## config.mk

```make
export PLATFORM = sky130hd
export DESIGN_NAME = five_stage_pipeline_with_predictor
export DESIGN_NICKNAME = d
export VERILOG_FILES = /design/src/rtl/fsp_pkg.sv /design/src/rtl/fsp_core.sv /design/src/rtl/five_stage_pipeline_with_predictor.sv
export SDC_FILE = /design/constraint.sdc
export NUM_CORES = 2
export LEC_CHECK = 0
export BUFFER_PORTS_ARGS = -buffer_cell sky130_fd_sc_hd__buf_2
export CAP_MARGIN = 25
export CORE_MARGIN = 1
export CORE_UTILIZATION = 42
export DETAILED_ROUTE_END_ITERATION = 6
export GPL_TIMING_DRIVEN = 0
export PLACE_DENSITY = 0.54
export SYNTH_ARGS = -nofsm -noshare
export SYNTH_HDL_FRONTEND = slang
export SYNTH_HIERARCHICAL = 1
export SYNTH_SLANG_ARGS = --single-unit
```

## constraint.sdc

```tcl
create_clock -name clk_i -period 17.71 [get_ports clk_i]
set_input_delay 0.8855 -clock clk_i [delete_from_list [all_inputs] [get_ports clk_i]]
set_output_delay 0.8855 -clock clk_i [all_outputs]
set_load 0.1 [all_outputs]
```

## src/rtl/fsp_pkg.sv

```systemverilog
// Package for the five-stage pipeline block: opcodes, operation types and field helpers.
// No dependencies.
package fsp_pkg;

  localparam int unsigned MemWords = 16;
  localparam int unsigned RegCount = 8;

  localparam logic [5:0] OpcRtype = 6'd0;
  localparam logic [5:0] OpcLw    = 6'd35;
  localparam logic [5:0] OpcSw    = 6'd43;
  localparam logic [5:0] OpcBne   = 6'd4;
  localparam logic [5:0] OpcHalt  = 6'd63;
  localparam logic [5:0] FnAdd    = 6'd32;
  localparam logic [5:0] FnSub    = 6'd34;

  typedef enum logic [1:0] {
    OP_LOAD_INSTR = 2'd0,
    OP_LOAD_DATA  = 2'd1,
    OP_TICK       = 2'd2,
    OP_NONE       = 2'd3
  } op_e;

  function automatic logic [5:0] opc(input logic [31:0] w);
    return w[31:26];
  endfunction

  function automatic logic is_rtype(input logic [31:0] w);
    return (w[31:26] == OpcRtype) && (w != 32'd0);
  endfunction

  function automatic logic writes_reg(input logic [31:0] w);
    return is_rtype(w) || (w[31:26] == OpcLw);
  endfunction

  function automatic logic uses_imm(input logic [31:0] w);
    return !((w[31:26] == OpcRtype) || (w[31:26] == OpcBne) || (w[31:26] == OpcHalt));
  endfunction

endpackage

```

## src/rtl/fsp_core.sv

```systemverilog
// Pipeline core: stores, latches, forwarding, predictor and statistics.
// Depends on fsp_pkg.
module fsp_core #(
  parameter int unsigned MEM_WORDS = fsp_pkg::MemWords,
  parameter int unsigned REG_COUNT = fsp_pkg::RegCount
) (
  input  logic        clk_i,
  input  logic        rst_ni,
  input  logic        en_i,
  input  logic [1:0]  operation_i,
  input  logic [3:0]  address_i,
  input  logic [31:0] word_i,
  output logic        halted_o,
  output logic [31:0] pc_o,
  output logic [31:0] cycles_o,
  output logic [31:0] stalls_o,
  output logic [31:0] branches_o,
  output logic [31:0] mispredicts_o,
  output logic        wb_valid_o,
  output logic [2:0]  wb_reg_o,
  output logic [31:0] wb_value_o
);
  import fsp_pkg::*;

  localparam int unsigned AW = (MEM_WORDS > 1) ? $clog2(MEM_WORDS) : 1;
  localparam int unsigned RW = (REG_COUNT > 1) ? $clog2(REG_COUNT) : 1;

  logic [31:0] imem_q [MEM_WORDS];
  logic [31:0] dmem_q [MEM_WORDS];
  logic [31:0] rf_q   [REG_COUNT];
  logic [1:0]  pred_q [MEM_WORDS];

  logic [31:0] pc_q, cyc_q, stl_q, br_q, mis_q;
  logic [31:0] fd_instr_q, fd_npc_q;
  logic [31:0] de_instr_q, de_npc_q, de_rsv_q, de_rtv_q, de_imm_q, de_tgt_q;
  logic [RW-1:0] de_rs_q, de_rt_q, de_rd_q;
  logic [31:0] em_instr_q, em_alu_q, em_sv_q;
  logic [RW-1:0] em_dest_q;
  logic [31:0] mw_instr_q, mw_mem_q, mw_alu_q;
  logic [RW-1:0] mw_dest_q;

  // Register index from the low bits of the field; the register count is a power of two.
  function automatic logic [RW-1:0] rmod(input logic [4:0] f);
    return f[RW-1:0];
  endfunction

  function automatic logic [AW-1:0] amod(input logic [31:0] a);
    return a[AW-1:0];
  endfunction

  function automatic logic [AW-1:0] pidx(input logic [31:0] npc);
    logic [AW-1:0] t;
    t = npc[AW+1:2];
    return t - AW'(1);
  endfunction

  logic tick, halted, stall, pred_tk, mis, taken, em_ok, mw_ok, fd_nz, de_halt;
  logic [31:0] mwv, a, b, bsel, alu, wbv, npc, nfd_instr, nde_instr, imm, tgt;
  logic [RW-1:0] rs, rt, rd, dest;
  logic [AW-1:0] bidx;
  logic [1:0] c, cn;
  logic [31:0] rsv, rtv;
  logic wb_en;

  assign halted = (opc(mw_instr_q) == OpcHalt);
  assign tick   = en_i && (op_e'(operation_i) == OP_TICK) && !halted;
  assign mwv    = (opc(mw_instr_q) == OpcLw) ? mw_mem_q : mw_alu_q;
  assign wb_en  = (mw_dest_q != '0) && writes_reg(mw_instr_q);

  always_comb begin
    rs  = rmod(fd_instr_q[25:21]);
    rt  = rmod(fd_instr_q[20:16]);
    rd  = rmod(fd_instr_q[15:11]);
    imm = {{16{fd_instr_q[15]}}, fd_instr_q[15:0]};
    tgt = fd_npc_q + (imm << 2);
    // Writeback comes before decode reads the file.
    rsv = (wb_en && mw_dest_q == rs) ? mwv : rf_q[rs];
    rtv = (wb_en && mw_dest_q == rt) ? mwv : rf_q[rt];
    stall = (opc(de_instr_q) == OpcLw) && (de_rt_q == rs || de_rt_q == rt);
    pred_tk = !stall && (opc(fd_instr_q) == OpcBne) && pred_q[pidx(fd_npc_q)][1];
    npc = pc_q + 32'd4;
    nfd_instr = imem_q[amod(pc_q >> 2)];
    nde_instr = fd_instr_q;
    if (stall) begin
      nde_instr = 32'd0;
      nfd_instr = fd_instr_q;
      npc = pc_q;
    end else if (pred_tk) begin
      npc = tgt;
      nfd_instr = 32'd0;
    end
    em_ok = (em_dest_q != '0) && writes_reg(em_instr_q);
    mw_ok = wb_en;
    a = de_rsv_q;
    b = de_rtv_q;
    if (em_ok && em_dest_q == de_rs_q) a = em_alu_q;
    else if (mw_ok && mw_dest_q == de_rs_q) a = mwv;
    if (em_ok && em_dest_q == de_rt_q) b = em_alu_q;
    else if (mw_ok && mw_dest_q == de_rt_q) b = mwv;
    bsel = uses_imm(de_instr_q) ? de_imm_q : b;
    if (opc(de_instr_q) == OpcHalt) alu = 32'd0;
    else if ((opc(de_instr_q) == OpcRtype && de_instr_q[5:0] == FnSub) ||
             opc(de_instr_q) == OpcBne) alu = a - bsel;
    else alu = a + bsel;
    dest = is_rtype(de_instr_q) ? de_rd_q : de_rt_q;
    bidx = pidx(de_npc_q);
    c = pred_q[bidx];
    taken = (a != bsel);
    cn = c;
    if (taken && c != 2'd3) cn = c + 2'd1;
    if (!taken && c != 2'd0) cn = c - 2'd1;
    mis = (opc(de_instr_q) == OpcBne) && (c[1] != taken);
    fd_nz = (nfd_instr != 32'd0) || (opc(nde_instr) == OpcHalt);
    de_halt = (nde_instr != 32'd0);
    if (mis) npc = taken ? de_tgt_q : de_npc_q;
    wbv = mwv;
  end

  logic [31:0] stl_inc;
  assign stl_inc = 32'((stall || pred_tk) ? 1 : 0) + 32'((mis && fd_nz) ? 1 : 0)
                 + 32'((mis && de_halt) ? 1 : 0);

  // All stores reset to zero and the predictor counters to weakly not taken.
  always_ff @(posedge clk_i or negedge rst_ni) begin
    if (!rst_ni) begin
      for (int i = 0; i < MEM_WORDS; i++) begin
        imem_q[i] <= '0;
        dmem_q[i] <= '0;
        pred_q[i] <= 2'd1;
      end
      for (int i = 0; i < REG_COUNT; i++) rf_q[i] <= '0;
      pc_q <= '0; cyc_q <= '0; stl_q <= '0; br_q <= '0; mis_q <= '0;
      fd_instr_q <= '0; fd_npc_q <= '0;
      de_instr_q <= '0; de_npc_q <= '0; de_rsv_q <= '0; de_rtv_q <= '0;
      de_imm_q <= '0; de_tgt_q <= '0; de_rs_q <= '0; de_rt_q <= '0; de_rd_q <= '0;
      em_instr_q <= '0; em_alu_q <= '0; em_sv_q <= '0; em_dest_q <= '0;
      mw_instr_q <= '0; mw_mem_q <= '0; mw_alu_q <= '0; mw_dest_q <= '0;
      wb_valid_o <= 1'b0; wb_reg_o <= '0; wb_value_o <= '0;
    end else if (en_i) begin
      wb_valid_o <= 1'b0; wb_reg_o <= '0; wb_value_o <= '0;
      if (op_e'(operation_i) == OP_LOAD_INSTR) imem_q[amod({28'd0, address_i})] <= word_i;
      if (op_e'(operation_i) == OP_LOAD_DATA)  dmem_q[amod({28'd0, address_i})] <= word_i;
      if (tick) begin
        cyc_q <= cyc_q + 32'd1;
        stl_q <= stl_q + stl_inc;
        if (opc(de_instr_q) == OpcBne) begin
          pred_q[bidx] <= cn;
          br_q <= br_q + 32'd1;
        end
        if (mis) mis_q <= mis_q + 32'd1;
        if (wb_en) begin
          rf_q[mw_dest_q] <= wbv;
          wb_valid_o <= 1'b1;
          wb_reg_o   <= 3'(mw_dest_q);
          wb_value_o <= wbv;
        end
        pc_q <= npc;
        fd_instr_q <= mis ? 32'd0 : nfd_instr;
        fd_npc_q   <= stall ? fd_npc_q : pc_q + 32'd4;
        de_instr_q <= mis ? 32'd0 : nde_instr;
        de_npc_q <= fd_npc_q; de_rs_q <= rs; de_rt_q <= rt; de_rd_q <= rd;
        de_rsv_q <= rsv; de_rtv_q <= rtv; de_imm_q <= imm; de_tgt_q <= tgt;
        em_instr_q <= de_instr_q; em_alu_q <= alu; em_sv_q <= b; em_dest_q <= dest;
        if (opc(em_instr_q) == OpcSw) dmem_q[amod(em_alu_q >> 2)] <= em_sv_q;
        else if (opc(em_instr_q) == OpcLw) mw_mem_q <= dmem_q[amod(em_alu_q >> 2)];
        mw_instr_q <= em_instr_q; mw_alu_q <= em_alu_q; mw_dest_q <= em_dest_q;
      end
    end
  end

  assign halted_o = halted;
  assign pc_o = pc_q;
  assign cycles_o = cyc_q;
  assign stalls_o = stl_q;
  assign branches_o = br_q;
  assign mispredicts_o = mis_q;
endmodule

```

## src/rtl/five_stage_pipeline_with_predictor.sv

```systemverilog
// Top level: handshake and result holding around the pipeline core.
// One item accepted every cycle while the result is taken or no result is held.
// Each tick item advances all five stages at once in fsp_core.
// Reset clears all stores, latches, counters; predictor counters reset to weakly not taken.
// Depends on fsp_pkg and fsp_core.
module five_stage_pipeline_with_predictor #(
  parameter int unsigned MEM_WORDS = fsp_pkg::MemWords,
  parameter int unsigned REG_COUNT = fsp_pkg::RegCount
) (
  input  logic        clk_i,
  input  logic        rst_ni,
  input  logic        in_valid_i,
  output logic        in_ready_o,
  input  logic [1:0]  operation_i,
  input  logic [3:0]  address_i,
  input  logic [31:0] word_i,
  output logic        out_valid_o,
  input  logic        out_ready_i,
  output logic        halted_o,
  output logic [31:0] program_counter_o,
  output logic [31:0] cycle_count_o,
  output logic [31:0] stall_count_o,
  output logic [31:0] branch_count_o,
  output logic [31:0] mispredict_count_o,
  output logic        writeback_valid_o,
  output logic [2:0]  writeback_register_o,
  output logic signed [31:0] writeback_value_o
);
  import fsp_pkg::*;

  logic valid_q, acc;
  logic [31:0] wbv;
  assign in_ready_o = !valid_q || out_ready_i;
  assign acc = in_valid_i && in_ready_o;

  always_ff @(posedge clk_i or negedge rst_ni) begin
    if (!rst_ni) valid_q <= 1'b0;
    else if (acc) valid_q <= 1'b1;
    else if (out_ready_i) valid_q <= 1'b0;
  end

  fsp_core #(.MEM_WORDS(MEM_WORDS), .REG_COUNT(REG_COUNT)) u_core (
    .clk_i, .rst_ni, .en_i(acc),
    .operation_i, .address_i, .word_i,
    .halted_o, .pc_o(program_counter_o), .cycles_o(cycle_count_o),
    .stalls_o(stall_count_o), .branches_o(branch_count_o),
    .mispredicts_o(mispredict_count_o),
    .wb_valid_o(writeback_valid_o), .wb_reg_o(writeback_register_o), .wb_value_o(wbv)
  );
  assign writeback_value_o = wbv;
  assign out_valid_o = valid_q;

`ifndef SYNTH
  a_hold: assert property (@(posedge clk_i) disable iff (!rst_ni)
    out_valid_o && !out_ready_i |=> $stable(program_counter_o)) else $error("result changed");
  a_wbz: assert property (@(posedge clk_i) disable iff (!rst_ni)
    !writeback_valid_o |-> writeback_register_o == 3'd0) else $error("stray writeback");
  a_halt: assert property (@(posedge clk_i) disable iff (!rst_ni)
    halted_o |=> halted_o) else $error("halt released");
`endif
endmodule
```

==> metrics.cfg <==
[die]
ios = 241
dieArea_mm2 = 0.232
start_util_pct = 42.4
die_h_um = 482
die_x_um = 482
core_mm2 = 0.228
std_cell_rows = 175

[clock_network]
clk_pin_slew_ps = 60
post_cts_buffers = 0
cts.repair.resized = 0
h-tree-depth = 4
cts.sinks = 1951
insertion_delay_ps = 870
numCtsBuffers = 214
clockBufferDepth = 3
cts-root-buf = clkbuf_16
cts_tree = yes
cts_hold_buf = 1

[logic_synthesis]
synthCells = 9001
syn_area_mm2 = 0.0967
synth-edff-count = 0
ys_seq_area_share_pct = 50.5
synth_ff_type = dfrtp_1
yosys.area.top_type = dfrtp_1
ys_ff_latch = 1951
synth_nets = 9153
yosys_warnings = 6
synth.top_cells.by_area = dfrtp_1 (50%), mux4_2 (10%), mux2_2 (7.2%), nand2_1 (4.3%), a21oi_1 (4.2%)
async_reset_ff_share_pct = 100
syn_avg_cell_area_um2 = 10.7
ys_types = 78
synth_top_area_share_pct = 50.1

[power]
power.internal_mw = 10.0
seqPwrFrac_pct = 33.2
power_density_mw_per_mm2 = 154
comb_power_share_pct = 39.8
ir_drop_v = 0.000109
p_switching_mw = 6.93
p_leak_nw = 48.9
netSwitchingFraction_pct = 40.9
clkPwrFrac_pct = 27.0

[hold_path]
min_from = in_valid_i
min_path_type = input port to flip-flop

[grt]
grt_max_degree = 170
grt-ovfl-total = 0
grt_use_total_pct = 31.5
antenna_found_initial = 18
grt_pass1_wl_mm = 537
grt_pass1_vias = 77500

[finish]
syn_to_final_growth_pct = 14.2
largestRegisters = u_core/dmem_q x512, u_core/imem_q x512, u_core/rf_q x256
drive_gt1_share_pct = 18.4
fill_cells = 21000
multiInputGateArea_mm2 = 0.0443
register_area_mm2 = 0.0488
fin_area_mm2 = 0.110
post-route-util_pct = 48.4
layout.nets = 9703

[timing]
skew_ps = 60.0
slew_violations = 0
timing.final.crit_share_pct = 55.8
holdWs_ps = 226
finalSetupTns_ps = 0
tightest_slew_ps = 1210
finalHoldViolCount = 0
slew_headroom_pct = 19.2
max_freq_mhz = 101
rsz0062_at_grt = false
min_period_ps = 9890
finalSetupViolCount = 0

[detailed_routing]
drtIter0Drc = 8773
wirelength_mm = 367
route.detailed.wl_per_inst_um = 28.8
first_pass_iters = 6
vias = 78000
antenna_left = 0
vias_per_cell = 6.12
drc = 0

[critical_path]
cp.arrival_ps = 10610
crit_path_max_fanout = 10
critPathCaptureType = flip-flop
critPathTopFamily = simple AND/OR/NAND/NOR gates
r2r-start = u_core/em_instr_q[29]
slowest_delay_ps = 950
crit_required_ps = 18440
critPathSlowestCell = a21oi_1
critPathLaunchType = flip-flop
crit_buf_inv = 3
critical-path-top-cell-by-count = clkbuf_1
critPathKind = flip-flop to flip-flop
cp-startpoint = u_core/em_instr_q[29]

[placement]
place_congestion = 0.962
dp_hpwl_mm = 272
place.port_buffers = 238
dpl_cell_area_mm2 = 0.103

[run]
cap_violations = 0

[status]
status = finished, final reports clean

[power by group through the flow]
stage                     combinational [mW]  sequential (mW)  clock (mW)
after floorplan                         3.93             5.77           0
after global placement                  6.38             5.69           0
after detailed placement                6.54             5.68           0
after CTS                               6.57             5.61        4.67
after global routing                    7.16             5.69        4.85
final                                   6.74             5.62        4.58
[kinds of logic (layout without fill, tap and decap cells)]
| kind of cell | count (synthesis) | in the layout | synth area share, % |
|---|---|---|---|
| and+or+nand+nor | 2400 | 2400 | 10.4 |
| AOI/OAI and AO/OA | 2211 | 2211 | 13.3 |
| DFF | 1951 | 1951 | 50.5 |
| muxes | 1152 | 1152 | 18.6 |
| buffers and inverters | 943 | 1666 | 3.69 |
| xor gates and xnor gates | 234 | 234 | 2.12 |
| adders and majority gates | 110 | 110 | 1.46 |
| other | 0 | 8 | 0 |
[cells in the final DEF, fill, tap and decap left out, types with 63 or more instances in the layout]
cell type  Yosys  routed
dfrtp_1     1935    1935
a211oi_1      63      63
inv_1         70      70
buf_1        157     157
nand2_1     1110    1110
a21oi_1      816     816
mux4_2       449     449
ha_1         105     105
nand3_1      116     116
a22o_1        75      75
nor3_1        64      64
mux2i_1       80      80
o21ai_0      507     506
xnor2_1      149     149
clkbuf_16      0     217
mux2_2       622     622
xor2_1        85      85
o22ai_1      531     531
nor2_1       840     840
buf_2         14     252
clkbuf_1     697     748
[final timing paths]
check / cells after the start / end / slack, ps
max reg2reg: 25 / u_core/stalls_o[22] / 7820
min: 2 / out_valid_o / 230
min in group asynchronous: 2 / u_core/imem_q[47] / 590
min reg2reg: 1 / u_core/branches_o[31] / 470
max: 25 / u_core/stalls_o[22] / 7820
max in group asynchronous: 7 / u_core/rf_q[185] / 13200
[Yosys cell counts, types with 17 or more instances]
cell          n
a22o_1       75
nor2b_1      23
or3_1        23
nand3_1     116
mux2_2      622
xnor2_1     149
a21oi_1     816
nand2b_1     31
a211oi_1     63
nor3_1       64
a21o_1       20
ha_1        105
mux4_2      449
nand2_1    1110
nor3b_1      17
inv_1        70
dfrtp_1    1935
nand4_1      44
mux2i_1      80
buf_1       157
o2bb2ai_1    33
clkbuf_1    697
o21ai_0     507
o22ai_1     531
and3_1       45
xor2_1       85
nor4_1       45
nor2_1      840
o21a_1       24
o31ai_1      34
[metal layers]
metal	global-route usage, %	vias to the layer above	routed length, µm
met5	0	-	70
met4	14.2	12	18700
met3	7.57	764	33500
met2	47.3	3707	162000
met1	43.2	40100	153000
li1	-	33500	-
[final cells by class]
cell class	count	share of cell area [%]
sequential	1951	44.2
multi-input combinational	6107	40.1
timing repair buffer	334	2.49
buffer	870	2.98
antenna	8	0.0181
clock inverter	66	0.740
inverter	73	0.248
clock buffer	323	5.75
tap	3009	3.41
[per-stage QoR]
step / cells / setup WS, ps / total power, mW
CTS: 12700 / 7980 / 16.8
finish: 12700 / 7820 / 16.9
floorplan: 9001 / 11200 / 9.70
global route: 12700 / 7520 / 17.7
detailed placement: 12300 / 8030 / 12.2
global placement: 12200 / -28750 / 12.1
No activity file was read; power rests on OpenSTA's default activity.
